`src/rtl/palette_grid_upscaler_unit_assert.svh`:
```
// Assertion macros shared by the palette grid upscaler RTL.
`ifndef PALETTE_GRID_UPSCALER_UNIT_ASSERT_SVH
`define PALETTE_GRID_UPSCALER_UNIT_ASSERT_SVH

// Consequent checked in the same cycle as the antecedent.
`define PGU_ASSERT_SAME(label, ante, cons) \
   label: assert property (@(posedge clock) disable iff (reset) (ante) |-> (cons)) \
      else $error("pgu assertion failed");

// Consequent checked in the cycle after the antecedent.
`define PGU_ASSERT_NEXT(label, ante, cons) \
   label: assert property (@(posedge clock) disable iff (reset) (ante) |=> (cons)) \
      else $error("pgu assertion failed");

`endif

```
`src/rtl/pgu_pkg.sv`:
```
// Shared types, constants and palette lookup for the palette grid upscaler.
package pgu_pkg;

   localparam int unsigned REQ_DATA_W  = 40;
   localparam int unsigned RSP_DATA_W  = 56;
   localparam int unsigned CSR_INDEX_W = 3;
   localparam int unsigned CSR_DATA_W  = 32;

   localparam logic [16:0] W_ONE  = 17'h10000;
   localparam logic [36:0] P_HALF = 37'h8000;
   localparam logic [7:0]  ALPHA_OPAQUE = 8'hFF;

   typedef enum logic [CSR_INDEX_W-1:0] {
      CSR_SMOOTH  = 3'd0,
      CSR_OVERLAY = 3'd1,
      CSR_X_STEP  = 3'd2,
      CSR_Y_STEP  = 3'd3,
      CSR_BG      = 3'd4
   } csr_index_type;

   typedef enum logic {
      OP_WRITE  = 1'b0,
      OP_RENDER = 1'b1
   } op_type;

   localparam logic [31:0] PAL_FIXED [16] = '{
      32'h00000000, 32'hFFFF5000, 32'hFF9F1FFF, 32'hFFDF0000,
      32'hFF2AD625, 32'hFF00DFCF, 32'hFFDF00FF, 32'hFFE7EE00,
      32'h00000000, 32'h00000000, 32'h00000000, 32'h00000000,
      32'h00000000, 32'h00000000, 32'h00000000, 32'h00000000
   };

   function automatic logic [31:0] palette_color(input logic [3:0] owner,
                                                 input logic [31:0] bg,
                                                 input logic [3:0] owner_count);
      logic [31:0] c;
      c = PAL_FIXED[owner];
      if (owner == 4'd0) begin
         c = bg;
      end else if (owner > owner_count) begin
         c = 32'h0;
      end
      return c;
   endfunction

endpackage

```
`src/rtl/pgu_smoother.sv`:
```
// Three-stage smootherstep weight in Q1.16: t^2, then t^3 and q, then product.
module pgu_smoother (
   input  logic        clock,
   input  logic        en,
   input  logic [16:0] t_in,
   output logic [16:0] s_out
);
   import pgu_pkg::*;

   logic [32:0] tt_ff, tt_in;
   logic [16:0] t_ff;
   logic [48:0] t3_ff, t3_in;
   logic [19:0] qh_ff;
   logic [36:0] q_in;
   logic [52:0] prod_in;
   logic [20:0] raw_ff;

   assign tt_in   = 33'(t_in) * 33'(t_in);
   assign t3_in   = 49'(tt_ff) * 49'(t_ff);
   assign q_in    = 37'(tt_ff) * 37'd6 + 37'h0A00000000 - ((37'(t_ff) * 37'd15) << 16);
   assign prod_in = 53'(t3_ff[48:16]) * 53'(qh_ff);

   always_ff @(posedge clock) begin
      if (en) begin
         tt_ff  <= tt_in;
         t_ff   <= t_in;
         t3_ff  <= t3_in;
         qh_ff  <= q_in[35:16];
         raw_ff <= prod_in[52:32];
      end
   end

   assign s_out = (raw_ff > 21'(W_ONE)) ? W_ONE : raw_ff[16:0];

endmodule

```
`config.mk`:
```
export PLATFORM = sky130hd
export DESIGN_NAME = pgu_smoother
export DESIGN_NICKNAME = d
export VERILOG_FILES = /design/src/rtl/palette_grid_upscaler_unit_assert.svh /design/src/rtl/pgu_pkg.sv /design/src/rtl/pgu_smoother.sv
export SDC_FILE = /design/constraint.sdc
export NUM_CORES = 2
export LEC_CHECK = 0
export BUFFER_PORTS_ARGS = -buffer_cell sky130_fd_sc_hd__buf_2
export CORE_ASPECT_RATIO = 1.75
export CORE_MARGIN = 4
export CORE_UTILIZATION = 65
export CTS_BUF_LIST = sky130_fd_sc_hd__clkbuf_2
export DETAILED_ROUTE_END_ITERATION = 16
export PLACE_DENSITY = 0.86
export SYNTH_ARGS = -nofsm -noshare
export SYNTH_HDL_FRONTEND = slang
export SYNTH_SLANG_ARGS = --single-unit
```
`constraint.sdc`:
```
create_clock -name clock -period 8.6 [get_ports clock]
set_input_delay 0.86 -clock clock [delete_from_list [all_inputs] [get_ports clock]]
set_output_delay 0.86 -clock clock [all_outputs]
set_load 0.005 [all_outputs]
```
==> results.md <==
- The cell area after synthesis is 52400 um2.
- At the pin with the least slew margin, the transition time is 1.25 ns.
- After synthesis, the largest family of logic cells by area is adder cells.
- After detailed routing, the total wire length is around 130000 um.
- The number of hold buffers added after CTS is 0.
- The clock transition time at the flip-flop clock pins of the worst setup and hold paths is ~0.24 ns.
- The TritonCTS sink count is 122.
- Summing the areas of all and, or, nand and nor instances in the mapped netlist gives 15.2% of the synthesized area.
- The die span in x is between 200 and 250 um.
- On the critical path the largest part of the delay comes from adder cells.
- The peak per-stage delay on the critical path is 1.22 ns.
- The count of endpoints failing hold in the final timing report is 0.
- Setup violations remaining at the end of the flow were counted as 0.
- The synthesized instance count is roughly 5700.
- The share of post-route cells with drive strength above 1 is under 10%.
- The final setup skew is 0.0634 ns.
- For this run, the number of Yosys warnings is 0.
- The overall routing resource usage is 31.9%.
- In the routed layout, each cell is associated on average with a via count of between 5 and 6.
- The pin count of the biggest net entering global routing is 75.
- The number of placement rows is roughly 140.
- Once detailed placement completed, the half-perimeter wirelength came to between 100000 and 150000 um.
- The clock tree synthesis step divided the H-tree into 4 levels.
- The required time at the worst-slack endpoint is 9.33 ns.
- The run finished with clean final reports.
- The number of buffers added by the clock tree synthesis step is 17.
- The count of input and output buffers is 35.
- After detailed routing, the average wire length per cell comes to roughly 20 um.
- The total congestion overflow after global routing is 0.
- The number of buffers and inverters on the critical path is 6.
- After floorplanning, the core was sized to cover roughly 80000 um2.
- The final estimated routing congestion in global placement is 0.995.
- The count of pins on the block boundary is 36.
- The count of placed standard cells including taps is 6605.
- The number of max-capacitance violations reported is 0.
- The length of the first detailed-routing pass in iterations is 8.
- In this run the tightest slew margin relative to its limit is 17.0%.
- The synthesized-area fraction occupied by ao, oa, aoi and oai cells is 4.48%.
- The most numerous cell on the critical path is sky130_fd_sc_hd__fa_1.
- The count of different cell masters after synthesis is between 60 and 70.
- Detailed routing inserted a total of slightly below 40000 vias.
- Setup repair after global routing left no endpoint under its margin.
- The startpoint type of the worst setup path is a flip-flop.
- The prevailing post-synth register cell is sky130_fd_sc_hd__edfxtp_1.
- The shortest period the worst path allows is around 8.2 ns.
- The final standard cell utilization of the core is between 60 and 70%.
- The count of final max-slew check failures is 0.
- After clock tree synthesis, the repair step resized 0 gates.
- The root buffer cell chosen for the clock tree is sky130_fd_sc_hd__clkbuf_2.
- The number of global-route vias before repair was approximately 45000.
- At the end of the flow, the number of nets in the layout was between 7000 and 8000.
- Setup total negative slack on the finished layout was measured at 0 ns.
- The synthesized design contains roughly 120 enable-type register cells.
- Timing would allow up to between 0.1 and 0.15 GHz.
- The critical path is of the reg2reg type.
- The sort of element at the end of the critical path is a flip-flop.
- TritonCTS built the clock tree.
- The worst endpoint data arrival time is between 8 and 9 ns.
- The count of routing violations after the opening detailed-route iteration is between 2000 and 2500.
- The area added between synthesis and finish is 2.86%.
- The total of fill cells in the finished design is around 6000.
- The cell with the largest stage delay on the worst path is sky130_fd_sc_hd__edfxtp_1.
- For the worst-skew pair, the clock arrives at the later sink with an insertion delay of 0.96 ns.
- The global-route wire length before repair is 216000 um.
- The portion of synthesized area spent on multiplexers is 0.0215%.
- The finished layout holds roughly 6600 standard cells, fillers aside.
- The count of nets left with antenna violations once routing finished came out at 0.
- The maximum fanout count along the critical path is 25.
- The starting density of the core is between 60 and 70%.
- The portion of the post-synthesis area used by sequential elements is ~7.0%.
- The remaining design rule violation count is 0.
- The xor/xnor cell area share of the yosys netlist is 2.56%.
- The buffers inserted during post-CTS setup optimization is 0.
- The initial antenna violation count came to 2.
- The total die area is about 85000 um2.
- The class of the tightest hold or removal check is in2reg.
- The floorplan die height is between 300 and 400 um.
- The maximum number of buffers from clock root to sink is 2.
- The post-synthesis average cell area is roughly 9.2 um2.
- The adder-cell share of the synthesized area is roughly three fifths.
- The final cycle utilization of the critical path is between 90% and 100%.
- Counting flops with an async set or reset pin after synthesis yields a share of 0%.
- Synthesis inferred approximately 120 register bits.
area by class of cell:
type / instances / area [um2] / area share, %
multi-input cells: 3902 / 42500 / 78.9
inverters: 1416 / 5320 / 9.87
flip-flops and latches: 122 / 3660 / 6.80
well taps: 1042 / 1300 / 2.42
repair buffers: 123 / 838 / 1.56
clock inverters: 12 / 174 / 0.323
clock buffers: 19 / 95.1 / 0.176
diodes: 1 / 2.50 / 0.00464
per-layer routing:
metal	wire length [um]	GRT usage [%]	vias to the layer above
met4	12800	23.5	0
met5	0	0	-
met2	68100	58.0	1927
li1	-	-	16452
met3	9760	5.17	842
met1	40200	32.8	19223
stage by stage:
step,setup WS [ns],cell area (um2),hold WS [ns]
after floorplan,1.67,52400,0.959
after global placement,0.689,53600,1.28
after detailed placement,0.532,53600,1.28
after CTS,0.531,53900,0.236
after global routing,0.00189,53900,0.250
final,0.448,53900,0.309
logic make-up (layout without fill, tap and decap cells):
kind of cell | count (synthesis) | in the layout
buffers and inverters | 1665 | 1570
flip-flops | 122 | 122
AND/OR/NAND/NOR | 1655 | 1655
multiplexers | 1 | 1
AO/OA/AOI/OAI | 362 | 362
XOR/XNOR | 153 | 153
adder cells (fa/ha/maj) | 1724 | 1724
other | 2 | 8
state kept, by name, summed over array words and instances, names as in the netlist:
name and cells:
qh_ff 20, raw_ff 21, t3_ff 33, t_ff 16, tt_ff 32
path summary, 6_finish.rpt:
kind              from         end  slack [ns]  cells after the start
max           qh_ff[9]  raw_ff[19]        0.45                     26
min            t_in[5]     t_ff[5]        0.31                      1
max reg2reg   qh_ff[9]  raw_ff[19]        0.45                     26
min reg2reg  tt_ff[31]   qh_ff[19]        1.38                      6
layout by cell type (no fill, tap or decap), drive strengths merged, types with 29 or more instances in the layout:
master,count
edfxtp,122
xnor2,101
inv,1417
fa,1228
o21ai,70
xor2,52
a21oi,118
nor2,104
nand2,835
ha,496
a21o,61
buf,123
and2,557
nor2b,29
Yosys cell counts, types with 5 or more instances:
cell / n / area share [%]
sky130_fd_sc_hd__a21boi_0: 7 / 0.10
sky130_fd_sc_hd__a21o_1: 61 / 0.87
sky130_fd_sc_hd__a21oi_1: 116 / 1.1
sky130_fd_sc_hd__a31oi_1: 10 / 0.12
sky130_fd_sc_hd__and2_1: 557 / 6.7
sky130_fd_sc_hd__and3_1: 10 / 0.12
sky130_fd_sc_hd__clkbuf_1: 248 / 1.8
sky130_fd_sc_hd__edfxtp_1: 122 / 7.0
sky130_fd_sc_hd__fa_1: 1228 / 47
sky130_fd_sc_hd__ha_1: 496 / 12
sky130_fd_sc_hd__inv_1: 1416 / 10
sky130_fd_sc_hd__nand2_1: 835 / 6.0
sky130_fd_sc_hd__nand2b_1: 18 / 0.21
sky130_fd_sc_hd__nand3_1: 28 / 0.27
sky130_fd_sc_hd__nand4_1: 16 / 0.19
sky130_fd_sc_hd__nor2_1: 104 / 0.75
sky130_fd_sc_hd__nor2b_1: 29 / 0.35
sky130_fd_sc_hd__nor3_1: 23 / 0.22
sky130_fd_sc_hd__nor4_1: 8 / 0.096
sky130_fd_sc_hd__o211ai_1: 11 / 0.16
sky130_fd_sc_hd__o21a_1: 23 / 0.33
sky130_fd_sc_hd__o21ai_0: 61 / 0.58
sky130_fd_sc_hd__o21ai_1: 7 / 0.067
sky130_fd_sc_hd__o21bai_1: 15 / 0.21
sky130_fd_sc_hd__o31ai_1: 5 / 0.072
sky130_fd_sc_hd__or2_2: 8 / 0.096
sky130_fd_sc_hd__or3_1: 8 / 0.096
sky130_fd_sc_hd__xnor2_1: 101 / 1.7
sky130_fd_sc_hd__xor2_1: 52 / 0.87
Power is left out: the tool's default activity adds up to more than one toggle a clock period on the data nets, which glitch-free logic cannot reach.
